<file path="config.mk">
export PLATFORM = sky130hd
export DESIGN_NAME = pkcs1_v15_unpad_check
export DESIGN_NICKNAME = d
export VERILOG_FILES = /design/src/pkcs1u_pkg.sv /design/src/pkcs1u_parser.sv /design/src/pkcs1u_out_buf.sv /design/src/pkcs1_v15_unpad_check.sv
export SDC_FILE = /design/constraint.sdc
export NUM_CORES = 1
export LEC_CHECK = 0
export BUFFER_PORTS_ARGS = -buffer_cell sky130_fd_sc_hd__buf_4
export CORE_ASPECT_RATIO = 0.7
export CORE_MARGIN = 3
export CORE_UTILIZATION = 60
export CTS_BUF_LIST = sky130_fd_sc_hd__clkbuf_16
export DETAILED_ROUTE_END_ITERATION = 10
export GPL_ROUTABILITY_DRIVEN = 0
export PLACE_DENSITY_LB_ADDON = 0.1
export SLEW_MARGIN = 40
export SYNTH_ARGS = -nofsm -noshare
export SYNTH_HDL_FRONTEND = slang
export SYNTH_HIERARCHICAL = 1
export SYNTH_SLANG_ARGS = --single-unit
</file>
<file path="constraint.sdc">
create_clock -name aclk -period 10.6 [get_ports aclk]
set_input_delay 2.12 -clock aclk [delete_from_list [all_inputs] [get_ports aclk]]
set_output_delay 2.12 -clock aclk [all_outputs]
set_load 0.02 [all_outputs]
</file>
<file path="src/pkcs1u_pkg.sv">
// Shared types and constants for the PKCS #1 v1.5 unpad and check block.
// No dependencies; every other file in src imports this package.
package pkcs1u_pkg;

    localparam int MAX_BLOCK_BYTES_DEF = 512;
    localparam int ULEN_W              = 10;
    localparam int PAD_MIN_LEN         = 11;
    localparam int TDATA_W             = 24;
    localparam int TUSER_W             = 3;

    localparam logic MODE_SIGN = 1'b0;
    localparam logic MODE_ENC  = 1'b1;

    localparam logic [7:0] BYTE_ZERO     = 8'h00;
    localparam logic [7:0] SIGN_PAD_INIT = 8'hFF;
    localparam logic [7:0] ENC_PAD_INIT  = 8'h00;
    localparam logic [7:0] HDR_TYPE_SIGN = 8'h01;
    localparam logic [7:0] HDR_TYPE_ENC  = 8'h02;

    typedef enum logic [1:0] {
        PH_HDR0,
        PH_HDR1,
        PH_PAD,
        PH_DATA
    } phase_t;

    typedef struct packed {
        logic [ULEN_W-1:0] unpad_length;
        logic              pad_length_fail;
        logic              pad_bytes_fail;
        logic              block_end;
        logic              payload_valid;
        logic [7:0]        payload_byte;
    } result_t;

endpackage

</file>
<file path="src/pkcs1u_parser.sv">
// Per-byte header, pad and separator parser with the block status logic.
// Depends on pkcs1u_pkg.
module pkcs1u_parser #(
    parameter int MAX_BLOCK_BYTES = pkcs1u_pkg::MAX_BLOCK_BYTES_DEF
) (
    input  logic                aclk,
    input  logic                aresetn,
    input  logic                step,
    input  logic [7:0]          data_byte,
    input  logic                last_byte,
    input  logic                mode,
    output logic                has_result,
    output pkcs1u_pkg::result_t result
);
    import pkcs1u_pkg::*;

    localparam int POS_W = $clog2(MAX_BLOCK_BYTES + 1);
    localparam logic [POS_W-1:0] MAX_POS = POS_W'(MAX_BLOCK_BYTES);
    localparam logic [POS_W-1:0] MIN_LEN = POS_W'(PAD_MIN_LEN);
    localparam logic [POS_W-1:0] HDR_LEN = POS_W'(2);

    phase_t           phase_reg, phase_upd, phase_next;
    logic [POS_W-1:0] pos_reg, pos_upd;
    logic [7:0]       prev_reg, prev_upd;
    logic [POS_W-1:0] chg_reg, chg_upd;
    logic [POS_W-1:0] padlen_reg, padlen_upd;
    logic             hfail_reg, hfail_upd;
    logic             cur_mode_reg, cur_mode_upd;
    logic             oversize_reg, oversize_upd;

    logic             in_range;
    logic             pay_vld;
    logic [POS_W-1:0] dlen, idx;
    logic             short_blk, lfail, pfail;

    assign in_range = pos_reg < MAX_POS;

    // Phase sequencing.
    always_comb begin
        phase_upd = phase_reg;
        if (in_range) begin
            case (phase_reg)
                PH_HDR0: phase_upd = PH_HDR1;
                PH_HDR1: phase_upd = PH_PAD;
                PH_PAD:  phase_upd = (data_byte == BYTE_ZERO) ? PH_DATA : PH_PAD;
                PH_DATA: phase_upd = PH_DATA;
                default: phase_upd = PH_HDR0;
            endcase
        end
        phase_next = last_byte ? PH_HDR0 : phase_upd;
    end

    // Counters, pad tracking and the status computed on the last byte.
    always_comb begin
        pos_upd      = pos_reg;
        prev_upd     = prev_reg;
        chg_upd      = chg_reg;
        padlen_upd   = padlen_reg;
        hfail_upd    = hfail_reg;
        cur_mode_upd = cur_mode_reg;
        oversize_upd = oversize_reg;
        pay_vld      = 1'b0;
        if (in_range) begin
            pos_upd = pos_reg + POS_W'(1);
            case (phase_reg)
                PH_HDR0: begin
                    cur_mode_upd = mode;
                    prev_upd     = (mode == MODE_ENC) ? ENC_PAD_INIT : SIGN_PAD_INIT;
                    hfail_upd    = hfail_reg | (data_byte != BYTE_ZERO);
                end
                PH_HDR1: begin
                    hfail_upd = hfail_reg | (data_byte !=
                        ((cur_mode_reg == MODE_ENC) ? HDR_TYPE_ENC : HDR_TYPE_SIGN));
                end
                PH_PAD: begin
                    if (data_byte == BYTE_ZERO) begin
                        padlen_upd = pos_reg + POS_W'(1);
                    end else begin
                        if (data_byte != prev_reg) begin
                            chg_upd = chg_reg + POS_W'(1);
                        end
                        prev_upd = data_byte;
                    end
                end
                PH_DATA: pay_vld = 1'b1;
                default: pay_vld = 1'b0;
            endcase
        end else begin
            oversize_upd = 1'b1;
        end

        // The separator counts as part of the pad; with no separator the
        // whole block is pad and the length check fails.
        dlen      = pos_upd;
        idx       = (phase_upd == PH_DATA) ? padlen_upd : dlen;
        short_blk = dlen < HDR_LEN;
        lfail     = short_blk || idx >= dlen || idx < MIN_LEN || oversize_upd;
        pfail     = short_blk || hfail_upd ||
                    ((cur_mode_upd == MODE_ENC) ? (chg_upd < (idx >> 2))
                                                : (chg_upd != '0));

        has_result             = pay_vld | last_byte;
        result.payload_byte    = pay_vld ? data_byte : BYTE_ZERO;
        result.payload_valid   = pay_vld;
        result.block_end       = last_byte;
        result.pad_bytes_fail  = last_byte & pfail;
        result.pad_length_fail = last_byte & lfail;
        result.unpad_length    = (last_byte && !short_blk) ? ULEN_W'(dlen - idx) : '0;
    end

    always_ff @(posedge aclk) begin
        if (!aresetn) begin
            phase_reg    <= PH_HDR0;
            pos_reg      <= '0;
            prev_reg     <= SIGN_PAD_INIT;
            chg_reg      <= '0;
            padlen_reg   <= '0;
            hfail_reg    <= 1'b0;
            cur_mode_reg <= MODE_SIGN;
            oversize_reg <= 1'b0;
        end else if (step) begin
            phase_reg <= phase_next;
            if (last_byte) begin
                pos_reg      <= '0;
                prev_reg     <= (mode == MODE_ENC) ? ENC_PAD_INIT : SIGN_PAD_INIT;
                chg_reg      <= '0;
                padlen_reg   <= '0;
                hfail_reg    <= 1'b0;
                cur_mode_reg <= MODE_SIGN;
                oversize_reg <= 1'b0;
            end else begin
                pos_reg      <= pos_upd;
                prev_reg     <= prev_upd;
                chg_reg      <= chg_upd;
                padlen_reg   <= padlen_upd;
                hfail_reg    <= hfail_upd;
                cur_mode_reg <= cur_mode_upd;
                oversize_reg <= oversize_upd;
            end
        end
    end

endmodule

</file>
<file path="src/pkcs1u_out_buf.sv">
// Two-entry output register (main plus skid) for result beats, with port packing.
// Depends on pkcs1u_pkg.
module pkcs1u_out_buf (
    input  logic                                 aclk,
    input  logic                                 aresetn,
    input  logic                                 push,
    input  pkcs1u_pkg::result_t                  push_data,
    output logic                                 in_ready,
    output logic                                 m_tvalid,
    input  logic                                 m_tready,
    // tdata: payload_byte [7:0], unpad_length [17:8], zero fill [23:18].
    output logic [pkcs1u_pkg::TDATA_W-1:0]       m_tdata,
    // tuser: payload_valid [0], pad_bytes_fail [1], pad_length_fail [2].
    output logic [pkcs1u_pkg::TUSER_W-1:0]       m_tuser,
    output logic                                 m_tlast
);
    import pkcs1u_pkg::*;

    result_t main_reg, skid_reg;
    logic    main_vld_reg, skid_vld_reg;
    logic    pop;

    assign pop      = main_vld_reg & m_tready;
    assign in_ready = !skid_vld_reg;

    always_ff @(posedge aclk) begin
        if (!aresetn) begin
            main_vld_reg <= 1'b0;
            skid_vld_reg <= 1'b0;
        end else if (pop) begin
            if (skid_vld_reg) begin
                skid_vld_reg <= 1'b0;
            end else begin
                main_vld_reg <= push;
            end
        end else if (!main_vld_reg) begin
            main_vld_reg <= push;
        end else if (push) begin
            skid_vld_reg <= 1'b1;
        end
    end

    always_ff @(posedge aclk) begin
        if (pop && skid_vld_reg) begin
            main_reg <= skid_reg;
        end else if (pop || !main_vld_reg) begin
            main_reg <= push_data;
        end
        if (push && main_vld_reg && !pop) begin
            skid_reg <= push_data;
        end
    end

    assign m_tvalid = main_vld_reg;
    assign m_tdata  = TDATA_W'({main_reg.unpad_length, main_reg.payload_byte});
    assign m_tuser  = {main_reg.pad_length_fail, main_reg.pad_bytes_fail,
                       main_reg.payload_valid};
    assign m_tlast  = main_reg.block_end;

endmodule

</file>
<file path="src/pkcs1_v15_unpad_check.sv">
// PKCS #1 v1.5 unpad and check: takes one byte of a padded RSA block per beat and
// returns a result beat for every payload byte and for the block's last byte.
// A new input beat is accepted every cycle unless a result is held back by a full
// output buffer; a result passes through the input register and then the output
// register, and the two-entry output buffer keeps input flowing while a result waits. The
// padding type comes from cfg_data and is sampled when a block's first byte is
// processed. Status fields are valid on the beat with m_tlast set; payload
// bytes of a failed block have already been delivered and must be discarded.
// Depends on pkcs1u_pkg, pkcs1u_parser and pkcs1u_out_buf.
module pkcs1_v15_unpad_check #(
    parameter int MAX_BLOCK_BYTES = pkcs1u_pkg::MAX_BLOCK_BYTES_DEF
) (
    input  logic                             aclk,
    input  logic                             aresetn,
    input  logic                             cfg_valid,
    output logic                             cfg_ready,
    input  logic                             cfg_data,
    input  logic                             s_tvalid,
    output logic                             s_tready,
    // tdata: data_byte [7:0].
    input  logic [7:0]                       s_tdata,
    input  logic                             s_tlast,
    output logic                             m_tvalid,
    input  logic                             m_tready,
    // tdata: payload_byte [7:0], unpad_length [17:8], zero fill [23:18].
    output logic [pkcs1u_pkg::TDATA_W-1:0]   m_tdata,
    // tuser: payload_valid [0], pad_bytes_fail [1], pad_length_fail [2].
    output logic [pkcs1u_pkg::TUSER_W-1:0]   m_tuser,
    output logic                             m_tlast
);
    import pkcs1u_pkg::*;

    logic       mode_reg;
    logic       in_vld_reg;
    logic [7:0] in_data_reg;
    logic       in_last_reg;
    logic       move;
    logic       has_result;
    logic       buf_ready;
    result_t    result;

    assign cfg_ready = 1'b1;

    always_ff @(posedge aclk) begin
        if (!aresetn) begin
            mode_reg <= MODE_SIGN;
        end else if (cfg_valid) begin
            mode_reg <= cfg_data;
        end
    end

    // A byte that yields no result advances even when the output is full.
    assign move     = in_vld_reg && (!has_result || buf_ready);
    assign s_tready = !in_vld_reg || move;

    always_ff @(posedge aclk) begin
        if (!aresetn) begin
            in_vld_reg <= 1'b0;
        end else if (s_tready) begin
            in_vld_reg <= s_tvalid;
        end
    end

    always_ff @(posedge aclk) begin
        if (s_tready && s_tvalid) begin
            in_data_reg <= s_tdata;
            in_last_reg <= s_tlast;
        end
    end

    pkcs1u_parser #(
        .MAX_BLOCK_BYTES(MAX_BLOCK_BYTES)
    ) u_parser (
        .aclk      (aclk),
        .aresetn   (aresetn),
        .step      (move),
        .data_byte (in_data_reg),
        .last_byte (in_last_reg),
        .mode      (mode_reg),
        .has_result(has_result),
        .result    (result)
    );

    pkcs1u_out_buf u_out_buf (
        .aclk     (aclk),
        .aresetn  (aresetn),
        .push     (move && has_result),
        .push_data(result),
        .in_ready (buf_ready),
        .m_tvalid (m_tvalid),
        .m_tready (m_tready),
        .m_tdata  (m_tdata),
        .m_tuser  (m_tuser),
        .m_tlast  (m_tlast)
    );

    // A result that does not end a block must carry a payload byte.
    assert property (@(posedge aclk) disable iff (!aresetn)
        m_tvalid && !m_tlast |-> m_tuser[0])
        else $error("result beat without payload or block end");

    // Status and length stay clear except on the block's last beat.
    assert property (@(posedge aclk) disable iff (!aresetn)
        m_tvalid && !m_tlast |-> m_tuser[2:1] == 2'b00 && m_tdata[17:8] == '0)
        else $error("status set on a beat that does not end a block");

    // A block that passes the length check has at least one data byte.
    assert property (@(posedge aclk) disable iff (!aresetn)
        m_tvalid && m_tlast && !m_tuser[2] |-> m_tdata[17:8] != '0)
        else $error("length check passed with an empty payload");

    // A payload byte is zero whenever it is not marked valid.
    assert property (@(posedge aclk) disable iff (!aresetn)
        m_tvalid && !m_tuser[0] |-> m_tdata[7:0] == 8'h00)
        else $error("payload byte not cleared on a status-only beat");

endmodule
</file>
# Yosys cells after proc, flatten, opt, wreduce, memory -nomap -nowiden
# Index checks and enable logic that the tools add are counted.
# classes
addsub,3
magnitude_cmp,5
eq_ne,8
n_mux,40
n_bitwise,7
n_reduce_logical,31
# ops
operator,count
$mux 10,13
$mux 22,2
$mux 8,5
$add 10x1->10 const B,2
$ne 8x8->1,2
$pmux 8 s2,1
$mux 1,14
$ge 10x10->1,1
$lt 10x10->1 const B,1
$lt 10x2->1 const B,1
$lt 10x4->1 const B,1
$lt 10x8->1,1
$reduce_bool 10->1,1
$sub 10x10->10,1
$logic_not 8->1,1
$logic_or 1x1->1,8
$pmux 2 s4,1
$reduce_bool 8->1,1
$logic_and 1x1->1,7
$eq 2x2->1 const B,3
$logic_not 1->1,6
$mux 2,3
$reduce_and 4->1,1
$reduce_bool 2->1,2
11 further kinds,15
# totals
reg_bits,100
output_inout_bits,31
wordCells,120

# Depth between registers and ports, before layout
# depth
ltp_word,13
ltp_mapped,16
depth_no_buf,14

# Cells and area by module
# Netlist, hierarchy kept.
# modules_own_cells
mod,n_inst,cells_each,area_per_inst_um2
pkcs1u_parser,1,449,3477.1
pkcs1u_out_buf,1,88,1823.0
pkcs1_v15_unpad_check,1,22,400.4

# Least setup slack after synthesis
# Ideal clock, no wire load.
# synth_path
path_type,input to register
start,input m_tready
end,"register u_out_buf/skid_reg[0] in the netlist's numbering, enable pin"
setup_time_ps,401
t_arrival_ps,3665
t_required_ps,10199
slack_ps,6534
path_stages,2
path_buffers,0
path_cell_list,or2b_1 -> nor2_1
# synth_via
elab_chain_len,3
# synth_lines
item,line,source
from (decl),pkcs1_v15_unpad_check.sv:24,"input logic m_tready,"
$and 1x1->1,pkcs1u_out_buf.sv:23,assign pop = main_vld_reg & m_tready;
$logic_not 1->1,pkcs1u_out_buf.sv:49,if (push && main_vld_reg && !pop) begin
$logic_and 1x1->1,pkcs1u_out_buf.sv:49,
to (signal assigned),pkcs1u_out_buf.sv:50,skid_reg <= push_data;
to (decl),pkcs1u_out_buf.sv:19,"result_t main_reg, skid_reg;"
# Every way passes these cells.
# A chain may end at the register's enable or synchronous reset.

==> results.tsv <==
metric	value	unit
status	finished clean	
DRT met1 WL	6049	um
total CTS buffers	9	
post-route minimum period	4.521	ns
Fill cells	728	
setup bufs post-CTS	0	
clock slew at reported path FFs	0.07	ns
Worst path slowest cell	dfxtp_1	
net count reported at finish	615	
setup ws final	6.079	ns
CP peak stage delay	0.77	ns
1st-iter DRT viols	304	
critical setup path kind	register to primary output	
Layout area overhead	10.12	%
FP Rows	29	
setup TNS	0	ns
largest net degree at the start of global routing	46	
Seq pwr share	52.5	%
worst-skew pair later-pin latency	0.34	ns
Final setup viols	0	
Wirelength per Cell	17.97	um
starting density of the core	62.34	%
routed vias/inst	5.948	
GR Overflow Total	0	
worst slew pin tran	0.8100	ns
hold_ws	0.4751	ns
RSZ-0062 raised after global routing	no	
first-pass GRT wire length	20800	um
warning count from the yosys run	6	
Comb power frac	8.1	%
vias in the first global route	4064	
initial antenna violation count	0	
Syn Inst Count	559	
final wirelength	12710	um
most frequent cell after synthesis	edfxtp_1	
switching power of the nets	0.0001995	W
post-synthesis sequential element count	100	
Design Power	0.0008058	W
Vias	4205	
die height	87.55	um
share of cells above drive strength 1	17.15	%
final hold vios	0	
Die Width	122.5	um
CP Max Fanout	18	
share of the synthesized area in the top cell type	27.92	%
CTS Sinks	100	
dpl ws	6.424	ns
slew margin rel.	45.64	%
DIE AREA	10720	um^2
Netlist cell types	62	
Final Skew	0.006947	ns
Top FF cell, synth	edfxtp_1	
synthesized area	5700	um^2
Avg Cell Area, Syn	10.20	um^2
synth top area cells	edfxtp_1 (28%), dfxtp_1 (17%), mux2_4 (5.5%)	
fin area	6277	um^2
core area	9144	um^2
H-tree depth	3	
Post-synth top cells	edfxtp_1 (53), dfxtp_1 (47), nor2b_1 (41), nor2_1 (34), a21oi_1 (33)	
clock root buffer	clkbuf_16	
All-Layer GR Usage	24.86	%
power per cell area	128.4	nW/um^2
IO Pins	46	
crit share post-route	42.65	%
clock power share	39.4	%
ant diodes	0	
maxcap violations	0	
PortBufs	38	
CTS tree	built	
VDD IR-drop max	0.0001148	V
CTS max path bufs	2	
Sw Ratio	24.75	%
WP data arrival	2.40	ns
post-synth top area cell	edfxtp_1	
crit path launch type	register	
max reg flops	22	
Worst Hold Class	register to register	
placed instance area	5986	um^2
met2 wire length	5653	um
CP required	8.48	ns
First-pass DRT Iterations	5	
CP cell instances	inv_1, and3_1, or2_2, nand3b_4, buf_4	
crit end category	primary output	
Slew Limit Fails	0	
setup slack, reg-to-reg	6.38	ns
highest metal layer with signal wires	met4	
Leakage	2.566	nW
hpwl dp	9058	um
Post-synth EDFFs	53	
Routed met3 length	859	um
CTS hold repair buffers	0	
Synth async-reset ratio	0	%
Final ANT Viol Nets	0	
Cell Int Power	0.0006063	W
PostCTS Resize Cnt	0	
detailed-route DRC error count	0	
FMAX	221.2	MHz
register area share after synthesis	44.42	%
layout make-up:
class	instances	area (um^2)	share of cell area, %
flip-flops and latches	100	2532	40.34
multi-input cells	407	2925	46.60
well taps	124	155.1	2.472
inverters	19	71.32	1.136
clock inverters	7	60.06	0.9567
clock buffers	9	225.2	3.588
repair buffers	41	307.8	4.903
placed cells by master, fill, tap and decap left out, types with 9 or more instances in the layout:
master	Yosys	routed
a22oi_1	12	12
nor3_1	23	23
inv_1	19	20
a21oi_1	33	33
dfxtp_1	47	47
o21ai_0	20	19
xor2_1	17	17
and2_1	18	18
nor2_1	34	33
xnor2_1	20	20
nand2_1	32	32
mux2i_1	13	13
o211ai_1	10	10
nor2b_1	41	40
buf_4	9	41
ha_1	21	21
clkbuf_16	0	9
mux2_4	21	21
edfxtp_1	53	53
routing by layer:
layer  global-route usage [%]  vias up
met4                    5.691        0
li1                         -     2021
met3                    6.068       20
met5                        0        -
met2                    38.09      139
met1                    36.07     2025
per-stage QoR:
step           instances  util [%]
6_report             707     68.65
5_1_grt              707     68.65
4_1_cts              707     68.58
3_5_place_dp         691     65.46
3_3_place_gp         691     65.27
2_1_floorplan        564         -
power by group through the flow:
stage	sequential (W)	clock, W	combinational (W)
finish	0.000423	0.000318	0.0000653
global route	0.000424	0.000341	0.0000723
floorplan	0.000433	0	0.0000446
detailed placement	0.000432	0	0.0000644
global placement	0.000431	0	0.0000630
CTS	0.000423	0.000323	0.0000650
cells by family after synthesis:
kind of cell / count (synthesis) / share of synthesized area, %
mux: 37 / 8.406
simple gates: 197 / 19.27
other cells: 2 / 0.1317
buf+inv: 57 / 5.114
fa+ha+maj: 22 / 4.960
compound gates: 107 / 12.01
flops: 100 / 44.42
xor+xnor: 37 / 5.685
worst max-delay path, delay by kind of cell (launching register included):
kind	cells	cell delay, ns
DFF	1	0.77
buffers and inverters	2	0.45
and+or+nand+nor	3	0.82
final timing paths:
| kind | startpoint | endpoint | depth (start not counted) |
|---|---|---|---|
| setup / recovery | u_parser/pos_reg[9] | s_tready | 5 |
| hold / removal | u_parser/hfail_reg | u_parser/hfail_reg | 2 |
| setup reg to reg | in_data_reg[6] | u_out_buf/m_tdata[17] | 14 |
| hold reg to reg | u_parser/hfail_reg | u_parser/hfail_reg | 2 |
No activity file was read; power rests on OpenSTA's default activity.
